### config.mk
export PLATFORM = sky130hd
export DESIGN_NAME = civil_datetime_to_epoch_seconds
export DESIGN_NICKNAME = d
export VERILOG_FILES = /design/src/sv/cdte_pkg.sv /design/src/sv/civil_datetime_to_epoch_seconds.sv
export SDC_FILE = /design/constraint.sdc
export NUM_CORES = 1
export LEC_CHECK = 0
export BUFFER_PORTS_ARGS = -buffer_cell sky130_fd_sc_hd__buf_2
export CAP_MARGIN = 25
export CORE_MARGIN = 2
export CORE_UTILIZATION = 57
export DETAILED_ROUTE_END_ITERATION = 16
export GPL_TIMING_DRIVEN = 0
export PLACE_DENSITY = 0.79
export SKIP_CTS_REPAIR_TIMING = 1
export SLEW_MARGIN = 25
export SYNTH_ARGS = -nofsm -noshare
export SYNTH_HDL_FRONTEND = slang
export SYNTH_SLANG_ARGS = --single-unit
### constraint.sdc
create_clock -name clk -period 9.9 [get_ports clk]
set_input_delay 1.98 -clock clk [delete_from_list [all_inputs] [get_ports clk]]
set_output_delay 1.98 -clock clk [all_outputs]
set_load 0.01 [all_outputs]
### src/sv/cdte_pkg.sv
// ----------------------------------------------------------------------------
// cdte_pkg
// Shared constants, status codes and calendar tables for the civil date and
// time to epoch seconds converter.
// ----------------------------------------------------------------------------
package cdte_pkg;

  localparam int unsigned YEAR_W   = 14;
  localparam int unsigned FIELD_W  = 7;
  localparam int unsigned STATUS_W = 2;
  localparam int unsigned EPOCH_W  = 31;
  localparam int unsigned DAYS_W   = 15;
  localparam int unsigned YOFF_W   = 7;
  localparam int unsigned TOD_W    = 17;

  localparam logic [YEAR_W-1:0]  YEAR_MIN      = 14'd1970;
  localparam logic [YEAR_W-1:0]  YEAR_MAX      = 14'd2037;
  localparam logic [16:0]        SECS_PER_DAY  = 17'd86400;
  localparam logic [11:0]        SECS_PER_HOUR = 12'd3600;
  localparam logic [5:0]         SECS_PER_MIN  = 6'd60;
  localparam logic [8:0]         DAYS_PER_YEAR = 9'd365;
  localparam logic [EPOCH_W-1:0] EPOCH_LAST    = 31'd2145916799;

  typedef enum logic [STATUS_W-1:0] {
    STATUS_OK       = 2'd0,
    STATUS_BAD_YEAR = 2'd1,
    STATUS_BAD_DATE = 2'd2,
    STATUS_BAD_TIME = 2'd3
  } status_t;

  // days in a month, month in 1..12
  function automatic logic [4:0] month_len(input logic [3:0] month, input logic leap);
    logic [4:0] len;
    case (month)
      4'd1:    len = 5'd31;
      4'd2:    len = leap ? 5'd29 : 5'd28;
      4'd3:    len = 5'd31;
      4'd4:    len = 5'd30;
      4'd5:    len = 5'd31;
      4'd6:    len = 5'd30;
      4'd7:    len = 5'd31;
      4'd8:    len = 5'd31;
      4'd9:    len = 5'd30;
      4'd10:   len = 5'd31;
      4'd11:   len = 5'd30;
      4'd12:   len = 5'd31;
      default: len = 5'd0;
    endcase
    return len;
  endfunction

  // days in the year before the first of a month
  function automatic logic [8:0] days_before_month(input logic [3:0] month,
                                                   input logic leap);
    logic [8:0] base;
    logic [8:0] extra;
    extra = (leap && (month > 4'd2)) ? 9'd1 : 9'd0;
    case (month)
      4'd1:    base = 9'd0;
      4'd2:    base = 9'd31;
      4'd3:    base = 9'd59;
      4'd4:    base = 9'd90;
      4'd5:    base = 9'd120;
      4'd6:    base = 9'd151;
      4'd7:    base = 9'd181;
      4'd8:    base = 9'd212;
      4'd9:    base = 9'd243;
      4'd10:   base = 9'd273;
      4'd11:   base = 9'd304;
      4'd12:   base = 9'd334;
      default: base = 9'd0;
    endcase
    return base + extra;
  endfunction

endpackage

### src/sv/civil_datetime_to_epoch_seconds.sv
// ----------------------------------------------------------------------------
// civil_datetime_to_epoch_seconds
// Checks a calendar date and time of day and converts it to UTC seconds
// since 1970-01-01 00:00:00.
//
// Input channel: in_valid / in_stall with year, month, day, hour, minute,
// second. Output channel: out_valid / out_stall with status and
// epoch_seconds. A word moves on a rising edge with valid high, stall low.
// A word accepted at the input sits in the input register, passes the
// conversion logic, then the result register.
// Throughput is one word per cycle while the receiver does not stall; the
// result register and the input register form a two-deep pipeline, and a
// conversion is one pass through a 15 by 17 bit constant multiply and an add.
// Status 1 means a year outside 1970..2037, 2 no such date, 3 no such
// time; the first failing check wins and epoch_seconds is zero then.
// Reset empties both registers. While the receiver stalls, the result is
// held; the input register still fills, and in_stall rises once it is full.
// ----------------------------------------------------------------------------
module civil_datetime_to_epoch_seconds (
  input  logic                              clk,
  input  logic                              rst,
  input  logic                              in_valid,
  output logic                              in_stall,
  input  logic [cdte_pkg::YEAR_W-1:0]       year,
  input  logic [cdte_pkg::FIELD_W-1:0]      month,
  input  logic [cdte_pkg::FIELD_W-1:0]      day,
  input  logic [cdte_pkg::FIELD_W-1:0]      hour,
  input  logic [cdte_pkg::FIELD_W-1:0]      minute,
  input  logic [cdte_pkg::FIELD_W-1:0]      second,
  output logic                              out_valid,
  input  logic                              out_stall,
  output logic [cdte_pkg::STATUS_W-1:0]     status,
  output logic [cdte_pkg::EPOCH_W-1:0]      epoch_seconds
);

  logic                             s1_valid;
  logic [cdte_pkg::YEAR_W-1:0]      s1_year;
  logic [cdte_pkg::FIELD_W-1:0]     s1_month;
  logic [cdte_pkg::FIELD_W-1:0]     s1_day;
  logic [cdte_pkg::FIELD_W-1:0]     s1_hour;
  logic [cdte_pkg::FIELD_W-1:0]     s1_minute;
  logic [cdte_pkg::FIELD_W-1:0]     s1_second;

  logic                             advance;
  logic                             in_take;

  logic                             year_ok;
  logic                             month_ok;
  logic                             date_ok;
  logic                             time_ok;
  logic                             leap;
  logic [3:0]                       month_idx;
  logic [4:0]                       mlen;
  logic [cdte_pkg::YOFF_W-1:0]      y_off;
  logic [7:0]                       y_off_inc;
  logic [cdte_pkg::DAYS_W-1:0]      year_days;
  logic [cdte_pkg::DAYS_W-1:0]      leap_days;
  logic [cdte_pkg::DAYS_W-1:0]      day_count;
  logic [31:0]                      day_secs;
  logic [cdte_pkg::TOD_W-1:0]       tod_secs;
  logic [cdte_pkg::EPOCH_W-1:0]     total_secs;
  cdte_pkg::status_t                status_next;
  logic [cdte_pkg::EPOCH_W-1:0]     epoch_next;

  assign advance  = !out_valid || !out_stall;
  assign in_stall = s1_valid && !advance;
  assign in_take  = in_valid && !in_stall;

  always_ff @(posedge clk) begin
    if (rst) begin
      s1_valid <= 1'b0;
    end else if (advance || !s1_valid) begin
      s1_valid <= in_valid;
    end
  end

  always_ff @(posedge clk) begin
    if (in_take) begin
      s1_year   <= year;
      s1_month  <= month;
      s1_day    <= day;
      s1_hour   <= hour;
      s1_minute <= minute;
      s1_second <= second;
    end
  end

  // checks
  assign year_ok   = (s1_year >= cdte_pkg::YEAR_MIN) && (s1_year <= cdte_pkg::YEAR_MAX);
  assign leap      = (s1_year[1:0] == 2'b00); // 2000 is the only century in range
  assign month_ok  = (s1_month >= 7'd1) && (s1_month <= 7'd12);
  assign month_idx = month_ok ? s1_month[3:0] : 4'd0;
  assign mlen      = cdte_pkg::month_len(month_idx, leap);
  assign date_ok   = month_ok && (s1_day >= 7'd1) && (s1_day <= {2'b00, mlen});
  assign time_ok   = (s1_hour <= 7'd23) && (s1_minute <= 7'd59) && (s1_second <= 7'd59);

  // day count since the epoch
  assign y_off     = cdte_pkg::YOFF_W'(s1_year - cdte_pkg::YEAR_MIN);
  assign y_off_inc = {1'b0, y_off} + 8'd1;
  assign year_days = cdte_pkg::DAYS_W'({8'd0, y_off} * {6'd0, cdte_pkg::DAYS_PER_YEAR});
  assign leap_days = {9'd0, y_off_inc[7:2]};
  assign day_count = year_days + leap_days
                   + {6'd0, cdte_pkg::days_before_month(month_idx, leap)}
                   + {8'd0, s1_day} - 15'd1;

  assign day_secs  = {17'd0, day_count} * {15'd0, cdte_pkg::SECS_PER_DAY};
  assign tod_secs  = cdte_pkg::TOD_W'({10'd0, s1_hour} * {5'd0, cdte_pkg::SECS_PER_HOUR})
                   + cdte_pkg::TOD_W'({10'd0, s1_minute} * {11'd0, cdte_pkg::SECS_PER_MIN})
                   + {10'd0, s1_second};
  assign total_secs = day_secs[cdte_pkg::EPOCH_W-1:0] + {14'd0, tod_secs};

  always_comb begin
    epoch_next = '0;
    if (!year_ok) begin
      status_next = cdte_pkg::STATUS_BAD_YEAR;
    end else if (!date_ok) begin
      status_next = cdte_pkg::STATUS_BAD_DATE;
    end else if (!time_ok) begin
      status_next = cdte_pkg::STATUS_BAD_TIME;
    end else begin
      status_next = cdte_pkg::STATUS_OK;
      epoch_next  = total_secs;
    end
  end

  always_ff @(posedge clk) begin
    if (rst) begin
      out_valid <= 1'b0;
    end else if (advance) begin
      out_valid <= s1_valid;
    end
  end

  always_ff @(posedge clk) begin
    if (advance && s1_valid) begin
      status        <= status_next;
      epoch_seconds <= epoch_next;
    end
  end

`ifndef SYNTHESIS
  a_stall_only_when_full: assert property (@(posedge clk) disable iff (rst)
    in_stall |-> (s1_valid && out_valid && out_stall))
    else $error("input stalled with a free stage");

  a_stage_moves_to_output: assert property (@(posedge clk) disable iff (rst)
    (s1_valid && advance) |=> out_valid)
    else $error("staged word lost on its way to the output");

  a_reject_has_zero_seconds: assert property (@(posedge clk) disable iff (rst)
    (out_valid && (status != cdte_pkg::STATUS_OK)) |-> (epoch_seconds == '0))
    else $error("rejected word carries nonzero seconds");

  a_ok_in_range: assert property (@(posedge clk) disable iff (rst)
    (out_valid && (status == cdte_pkg::STATUS_OK)) |-> (epoch_seconds <= cdte_pkg::EPOCH_LAST))
    else $error("seconds beyond the last valid date");

  a_reset_empties: assert property (@(posedge clk)
    rst |=> (!s1_valid && !out_valid))
    else $error("pipeline not empty after reset");
`endif

endmodule

==> qor.txt <==
Total detailed-routing wirelength: 21900 um
Layout cells sized above 1: 0.192
Number of sinks on the clock net: 84
Mux contribution to synthesized area: 0.00366
Register-to-register setup slack: -0.59 ns
Fraction of synthesized cell area taken by the top area cell type: 0.258
Final-stage net count: 1581
Element type at the critical path start: flop
Initial Utilization: 0.582
Synthesized flop and latch total: 84
Largest area contributor in the netlist: sky130_fd_sc_hd__ha_1
Number of setup violations in the final report: 7
Slowest-stage cell, CP: sky130_fd_sc_hd__fa_1
Critical path data arrival time: 10.57 ns
Fraction of the mapped netlist area in adder cells: 0.410
Routed len/inst: 15.0 um
Final worst-path setup slack: -0.592 ns
Via count: 8001
Core region area: 0.0188 sq mm
Relative slew margins: 0.315
Total die area: 0.0203 sq mm
Final-report max-slew violation count: 0
Worst R2R Path Depth: 46
Clock Pin Slew Worst Setup and Hold Paths: 0.07 ns
Vias in the first global route: 7899
Floorplan row count: 50
Growth of design area from synthesis to finish: 17.3%
H-tree depth: 3
Final critical path time including I/O delays and setup: 10.49 ns
Start point of the worst hold path: s1_valid
Iteration-0 DRC Markers: 336
Critical path launch point: s1_month[5]
XOR/XNOR Fraction of Synth Area: 0.0798
Clock buffers created by TritonCTS: 9
Critical path's largest stage delay: 0.54 ns
Fraction of the mapped netlist area in compound gates: 0.104
Half-perimeter wire length after placement: 17700 um
Worst-skew pair later-pin latency: 0.34 ns
Post-Synthesis Cell Area: 0.0109 sq mm
Chip Height: 142 um
Antenna cell count: 0
Result of the run: finished, violations left
Slew at the pin closest to its max-slew limit: 1.02 ns
Maximum clock frequency: 0.0953 GHz
Detail Route Antenna Nets: 0
Number of max-cap violations: 0
Ports placed on the boundary: 88
Number of input and output port buffers inserted: 87
WP data required: 9.98 ns
Fin Clk Skew: 0.00764 ns
Antenna violations before repair: 0
Summed negative setup slack over all endpoints: -2.34 ns
Net Count, Synth: 1454
Average instance area after synthesis: 10.0 sq um
Post-route DRC violation count: 0
RSZ-0062 raised after global routing: yes
Yosys cell types: 69
Maximum number of buffers from clock root to sink: 2
Critical path capture point type: flop
Detail-routed via count per cell: 5.48
Count of filler cells inserted in the layout: 1375
RR Endpoint: epoch_seconds[30]
Number of enable-type register cells in the synthesized netlist: 82
Most used cell, CP: sky130_fd_sc_hd__fa_1
Final hold viol count: 0
Simple-gate share of the synthesized area: 0.0958
Worst-path fanout max: 10
Proportion of synthesized chip area in sequential cells: 0.229
Dominant combinational cell family by area after synthesis: adder cells
Post-route clock period utilization: 1.06
Clk Tree Root Cell: sky130_fd_sc_hd__clkbuf_16
All-Layer GR Usage: 0.216
Endpoint with the worst hold slack: out_valid
Main area contributors after synthesis: sky130_fd_sc_hd__ha_1 (26%), sky130_fd_sc_hd__edfxtp_1 (23%), sky130_fd_sc_hd__fa_1 (15%), sky130_fd_sc_hd__inv_1 (7.6%), sky130_fd_sc_hd__xnor2_1 (4.9%)
TritonCTS clock tree: done
Number of iterations in the first detailed-routing pass: 5
Main synth FF type: sky130_fd_sc_hd__edfxtp_1
Tightest Hold Check Type: reg -> reg
Yosys synthesis warning count: 0
Pin count of the biggest net entering global routing: 29
Chip Width: 142 um
Failing checks: setup timing
Class of the most critical setup path: reg -> reg
Global-route wire length before repair: 35500 um
FFs w/ async S/R, synth: 0
Routability congestion estimate: 0.840
Worst hold path depth: 2
Syn Inst Count: 1093
Worst r2r src: s1_month[5]
GR Overflow Total: 0
-- cells by family (layout without fill, tap and decap cells) --
family | count (synthesis) | count (layout)
adders and majority gates | 308 | 308
DFF | 84 | 84
AOI/OAI and AO/OA | 165 | 165
xor gates and xnor gates | 98 | 98
buffers and inverters | 227 | 359
muxes | 4 | 4
and+or+nand+nor | 207 | 207
-- sequential cells by signal (all words and copies together) (netlist names) --
signal and count:
s1_day 7, epoch_seconds 31, status 2, out_valid 1
s1_month 7, s1_hour 7, s1_second 7, s1_valid 1
s1_year 14, s1_minute 7
-- Yosys cell counts, types with 8 or more instances --
library cell and instances:
sky130_fd_sc_hd__nand4_1 8, sky130_fd_sc_hd__nor2b_1 15, sky130_fd_sc_hd__xnor2_1 61, sky130_fd_sc_hd__inv_1 220, sky130_fd_sc_hd__a21oi_1 55, sky130_fd_sc_hd__xor2_1 36
sky130_fd_sc_hd__ha_1 225, sky130_fd_sc_hd__a21o_1 23, sky130_fd_sc_hd__edfxtp_1 82, sky130_fd_sc_hd__and3_1 8, sky130_fd_sc_hd__fa_1 83, sky130_fd_sc_hd__o21ai_0 27
sky130_fd_sc_hd__nor3_1 13, sky130_fd_sc_hd__nand2_1 38, sky130_fd_sc_hd__nor2_1 63, sky130_fd_sc_hd__nand3_1 19
-- worst max-delay path: cells and delay by family (launching register included) --
family | cells | cell delay [ns]
adders and majority gates | 12 | 4.60
xor gates and xnor gates | 3 | 0.55
DFF | 1 | 0.38
and+or+nand+nor | 9 | 1.68
buffers and inverters | 10 | 0.84
AOI/OAI and AO/OA | 11 | 1.95
muxes | 1 | 0.19
-- cell usage in the layout, fill, tap and decap left out, types with 8 or more instances in the layout --
cell                        instances
sky130_fd_sc_hd__clkbuf_16          9
sky130_fd_sc_hd__nand4_1            8
sky130_fd_sc_hd__o21ai_0           24
sky130_fd_sc_hd__xnor2_1           57
sky130_fd_sc_hd__buf_2             88
sky130_fd_sc_hd__nand3_1           18
sky130_fd_sc_hd__a21oi_2            9
sky130_fd_sc_hd__a21oi_1           46
sky130_fd_sc_hd__fa_1              82
sky130_fd_sc_hd__ha_1             207
sky130_fd_sc_hd__a21o_1            22
sky130_fd_sc_hd__nor2_1            58
sky130_fd_sc_hd__xor2_1            29
sky130_fd_sc_hd__inv_1            207
sky130_fd_sc_hd__ha_2              10
sky130_fd_sc_hd__buf_4             25
sky130_fd_sc_hd__nor2b_1           13
sky130_fd_sc_hd__inv_2             13
sky130_fd_sc_hd__edfxtp_1          82
sky130_fd_sc_hd__nor3_1            12
sky130_fd_sc_hd__nand2_1           37
sky130_fd_sc_hd__ha_4               8
-- cell type report --
cell class | instances | area, sq um | share of cell area
Tap cell | 234 | 293 | 0.0228
Multi-Input combinational cell | 782 | 8110 | 0.633
Inverter | 220 | 826 | 0.0644
Timing Repair Buffer | 116 | 711 | 0.0555
Clock inverter | 7 | 106 | 0.00830
Sequential cell | 84 | 2500 | 0.195
Buffer | 7 | 46.3 | 0.00361
Clock buffer | 9 | 225 | 0.0176
-- worst max-delay path by stage --
stage / endpoint / slack, ns / cells after the start
6_report: epoch_seconds[30] / -0.59 / 46
3_3_place_gp: epoch_seconds[29] / -0.75 / 44
5_1_grt: epoch_seconds[30] / -1.00 / 46
3_5_place_dp: epoch_seconds[29] / -0.84 / 44
2_1_floorplan: epoch_seconds[29] / 0.02 / 45
4_1_cts: epoch_seconds[29] / -0.91 / 44
-- per-layer routing --
layer,global-route usage,up-vias,wire length (um)
li1,-,3943,-
met1,0.278,3915,9320
met2,0.389,115,11700
met3,0.0192,28,453
met4,0.0604,0,428
met5,0,-,0
-- per-stage QoR --
stage	util	instance area (sq um)	hold slack (ns)	setup WS (ns)	std cells
global placement	0.637	11900	0.463	-0.753	1414
finish	0.683	12800	0.521	-0.592	1459
global route	0.683	12800	0.556	-1.00	1459
CTS	0.658	12300	0.524	-0.908	1432
detailed placement	0.640	12000	0.489	-0.844	1416
floorplan	-	11200	0.444	0.0238	1093
Power is left out: the tool's default activity adds up to more than one toggle a clock period on the data nets, which glitch-free logic cannot reach.
